--- config.mk ---
export PLATFORM = sky130hd
export DESIGN_NAME = sqks_cell
export DESIGN_NICKNAME = d
export VERILOG_FILES = /design/src/hdl/sqks_pkg.sv /design/src/hdl/sqks_cell.sv
export SDC_FILE = /design/constraint.sdc
export NUM_CORES = 1
export LEC_CHECK = 0
export ABC_AREA = 0
export BUFFER_PORTS_ARGS = -buffer_cell sky130_fd_sc_hd__buf_2
export CORE_AREA = 2 2 130 132
export DETAILED_ROUTE_END_ITERATION = 12
export DIE_AREA = 0 0 132 134
export HOLD_SLACK_MARGIN = 0.03
export PLACE_DENSITY = 0.59
export SETUP_SLACK_MARGIN = 0.05
export SLEW_MARGIN = 25
export SYNTH_ARGS = -nofsm -noshare
export SYNTH_HDL_FRONTEND = slang
export SYNTH_SLANG_ARGS = --single-unit
--- constraint.sdc ---
create_clock -name clk_i -period 6.5 [get_ports clk_i]
set_input_delay 0.325 -clock clk_i [delete_from_list [all_inputs] [get_ports clk_i]]
set_output_delay 0.325 -clock clk_i [all_outputs]
set_load 0.03 [all_outputs]
--- src/hdl/sqks_pkg.sv ---
// Shared types and codes for the shifting queue with key search.
`timescale 1ns / 1ps
`default_nettype none

package sqks_pkg;

  localparam int unsigned TICKET_W = 16;
  localparam int unsigned NAME_W   = 64;
  localparam int unsigned CMD_W    = 2;
  localparam int unsigned STAT_W   = 2;
  localparam int unsigned POS_W    = 8;
  localparam int unsigned SIZE_W   = 8;
  localparam int unsigned CAP_W    = 8;

  localparam logic [CAP_W-1:0] CAP_RESET = 8'd100;

  // Command codes
  localparam logic [CMD_W-1:0] CMD_ENQ      = 2'd0;
  localparam logic [CMD_W-1:0] CMD_DEQ      = 2'd1;
  localparam logic [CMD_W-1:0] CMD_FIND_TKT = 2'd2;
  localparam logic [CMD_W-1:0] CMD_FIND_NM  = 2'd3;

  // Status codes
  localparam logic [STAT_W-1:0] STAT_DONE  = 2'd0;
  localparam logic [STAT_W-1:0] STAT_FULL  = 2'd1;
  localparam logic [STAT_W-1:0] STAT_EMPTY = 2'd2;
  localparam logic [STAT_W-1:0] STAT_MISS  = 2'd3;

  typedef struct packed {
    logic [TICKET_W-1:0] ticket;
    logic [NAME_W-1:0]   name;
  } entry_t;

  typedef enum logic [1:0] {
    OP_HOLD   = 2'd0,
    OP_LOAD   = 2'd1,
    OP_SHIFT  = 2'd2,
    OP_ROTATE = 2'd3
  } cell_op_e;

  // Broadcast to every cell of the chain
  typedef struct packed {
    cell_op_e op;
    entry_t   load;
  } cell_ctrl_t;

  typedef struct packed {
    logic [STAT_W-1:0] status;
    logic [POS_W-1:0]  position;
    entry_t            found;
    entry_t            head;
    logic [SIZE_W-1:0] size;
  } rsp_data_t;

endpackage

`default_nettype wire

--- src/hdl/sqks_cell.sv ---
// One storage cell of the queue chain: hold, load, shift toward head or rotate.
`timescale 1ns / 1ps
`default_nettype none

module sqks_cell #(
  parameter int unsigned CNT_W    = 8,
  parameter int unsigned CELL_IDX = 0
) (
  input  wire logic                clk_i,
  input  wire sqks_pkg::cell_ctrl_t ctrl_i,
  input  wire logic [CNT_W-1:0]    cnt_i,
  input  wire sqks_pkg::entry_t    nbr_i,
  input  wire sqks_pkg::entry_t    head_i,
  output sqks_pkg::entry_t         entry_o
);
  import sqks_pkg::*;

  localparam logic [CNT_W-1:0] MY_IDX = CNT_W'(CELL_IDX);

  entry_t entry_q, entry_d;

  always_comb begin
    entry_d = entry_q;
    unique case (ctrl_i.op)
      OP_HOLD: entry_d = entry_q;
      OP_LOAD: begin
        if (cnt_i == MY_IDX) entry_d = ctrl_i.load;
      end
      OP_SHIFT: entry_d = nbr_i;
      OP_ROTATE: begin
        // tail of the occupied part wraps around to the head entry
        entry_d = ((cnt_i - CNT_W'(1)) == MY_IDX) ? head_i : nbr_i;
      end
    endcase
  end

  always_ff @(posedge clk_i) begin
    entry_q <= entry_d;
  end

  assign entry_o = entry_q;

endmodule

`default_nettype wire

==> key figures <==
Run status
  – Status: complete, no violations

STA
  – Crit path time final: 2.62 ns
  – Max Slew Vio Count: 0
  – Final Hold Vio Count: 0
  – Achievable Freq: 381 MHz
  – TNS Setup: 0 ns
  – Slack of the critical path: 3.88 ns
  – Final setup violation count: 0
  – Slew headroom: 38.8%
  – Worst slew pin tran: 0.917 ns
  – RSZ-0062 raised after global routing: false
  – Final worst-path cycle share: 40.4%

Global route
  – Vias in the first global route: 3851
  – Global route overflow: 0
  – Initial antenna violation count: 0
  – First-pass GRT wire length: 19.2 mm
  – Gr usage total: 14.0%
  – Largest net degree at the start of global routing: 46

Yosys
  – Syn Nets: 513
  – Synth warnings: 0
  – #FFs+latches synth: 80
  – Synth top area share: 50.9%
  – Synth area leader: edfxtp_1
  – Sequential share of the synthesized area: 50.9%
  – Synth Cell Area: 0.00472 mm^2
  – Largest cells by area after synthesis: edfxtp_1 51%, mux2_4 25%, mux2_2 19%
  – Gate Count Post-Synth: 262
  – Cell variety after synth: 10
  – Syn avg cell area: 18.0 um^2

Finish
  – Area of the multi-input gates: 0.00219 mm^2
  – Fraction of layout cells with a size suffix above 1: 86.2%
  – Area growth syn-to-layout: 45.9%
  – Max FFs per register: 80
  – Ant. Diodes: 0
  – Reg area: 0.00240 mm^2
  – Layout net count: 841
  – # fillers: 1576

Route
  – Final ANT Viol Nets: 0
  – DR WL/cell: 15.5 um
  – Via density: 4.25
  – Post-route DRC violation count: 0
  – Routed via count: 3466
  – Initial DRC count: 82
  – WL final: 12.6 mm
  – Drt pass-1 iters: 4

Setup path
  – Worst Setup Path Type: in2reg
  – CP arrival: 2.71 ns
  – Crit path max fanout: 45
  – Crit end category: flip-flop
  – Worst Path Required: 6.58 ns
  – Startpoint Class: input port

Power
  – Maximum VDD drop: 0.000133 V
  – Leakage: 3.37 nW
  – Pwr per Cell Area: 221 mW/mm^2

Floorplanning
  – Core ar.: 0.0163 mm^2
  – Top-level I/O count: 331
  – Horiz. Die Dim: 132 um
  – Site row count: 47
  – Die area: 0.0177 mm^2
  – Starting Density: 29.0%
  – Die Ht: 134 um

Clock tree
  – Clock sinks: 80
  – Cts repair resizes: 0
  – CTS tree: yes
  – Hold Buf Count CTS: 0
  – Htree depth: 3
  – CTS clk-pin slew, worst paths: 0.06 ns
  – Postcts setup bufs: 0
  – CTS Root Cell: clkbuf_16
  – Total CTS buffers: 9
  – CTS max path bufs: 2

Worst hold path
  – Worst hold path class: in2reg

Placed design
  – Hpwl dp: 10.1 mm
  – Gpl congestion: 0.795
  – PortBufs: 330
  – Post-Place Setup Slack: 3.50 ns

Flow run
  – MaxCap Viol Count: 0
==> routing by layer <==
metal  global-route usage, %  up-vias  share of wire (%)
met3                    4.27       19                8.5
met2                    26.2      190                 53
li1                        -     1679                  -
met1                    14.1     1578                 36
met4                    6.76        0                2.4
met5                       0        -                  0
==> cell usage in the layout, fill, tap and decap left out <==
cell type and count:
clkinv_1 1, o21bai_4 1, nor4b_4 1, nand4_4 1
edfxtp_1 80, clkbuf_16 9, buf_4 4, buf_16 1
nor4_4 1, clkinv_2 3, mux2_4 80, mux2_2 80
bufinv_16 2, nand2_1 1, clkinvlp_4 1, buf_2 329
==> worst paths after layout <==
check | from | end | slack [ns] | cells after the start
worst max-delay path | cnt_i[4] | entry_o[37] | 3.88 | 5
worst min-delay path | head_i[46] | entry_o[46] | 0.29 | 2
==> worst max-delay path: stages <==
cell and delay, ns:
buf_2 0.12, nor4_4 0.36, nand4_4 0.73, buf_4 0.66
mux2_4 0.40
==> metrics by stage <==
| stage | total power (W) | utilization (%) | area, um^2 | hold slack [ns] | cells |
|---|---|---|---|---|---|
| final | 0.00152 | 42.3 | 6880 | 0.289 | 815 |
| after global placement | 0.000995 | 40.2 | 6550 | 0.627 | 798 |
| after global routing | 0.00158 | 42.3 | 6880 | 0.277 | 815 |
| after floorplan | 0.000865 | - | 4720 | 0.543 | 262 |
| after detailed placement | 0.00100 | 40.3 | 6570 | 0.628 | 799 |
| after CTS | 0.00155 | 42.3 | 6880 | 0.267 | 815 |
==> Yosys cell counts <==
cell type / count
buf_2: 9
buf_6: 8
edfxtp_1: 80
mux2_2: 80
mux2_4: 80
nand2_1: 1
nand4_4: 1
nor4_4: 1
nor4b_4: 1
o21bai_1: 1
==> area by class of cell <==
class / count / share of cell area [%]
Clock buffer: 9 / 3.27
Clock inverter: 7 / 1.25
Multi-Input combinational cell: 165 / 31.8
Sequential cell: 80 / 34.9
Tap cell: 220 / 4.00
Timing Repair Buffer: 334 / 24.8
==> power by group <==
group / switching (W) / internal (W) / total (W)
registers: 0.0000117 / 0.000625 / 0.000636
logic: 0.000181 / 0.000170 / 0.000352
clock network: 0.000198 / 0.000333 / 0.000531
total: 0.000391 / 0.00113 / 0.00152
==> cells by family after synthesis <==
group	Yosys count	share of synthesized area, %
AOI/OAI and AO/OA	1	0.159
buffers and inverters	17	2.86
DFF	80	50.9
muxes	160	44.6
and+or+nand+nor	4	1.49
No activity file was read; power rests on OpenSTA's default activity.
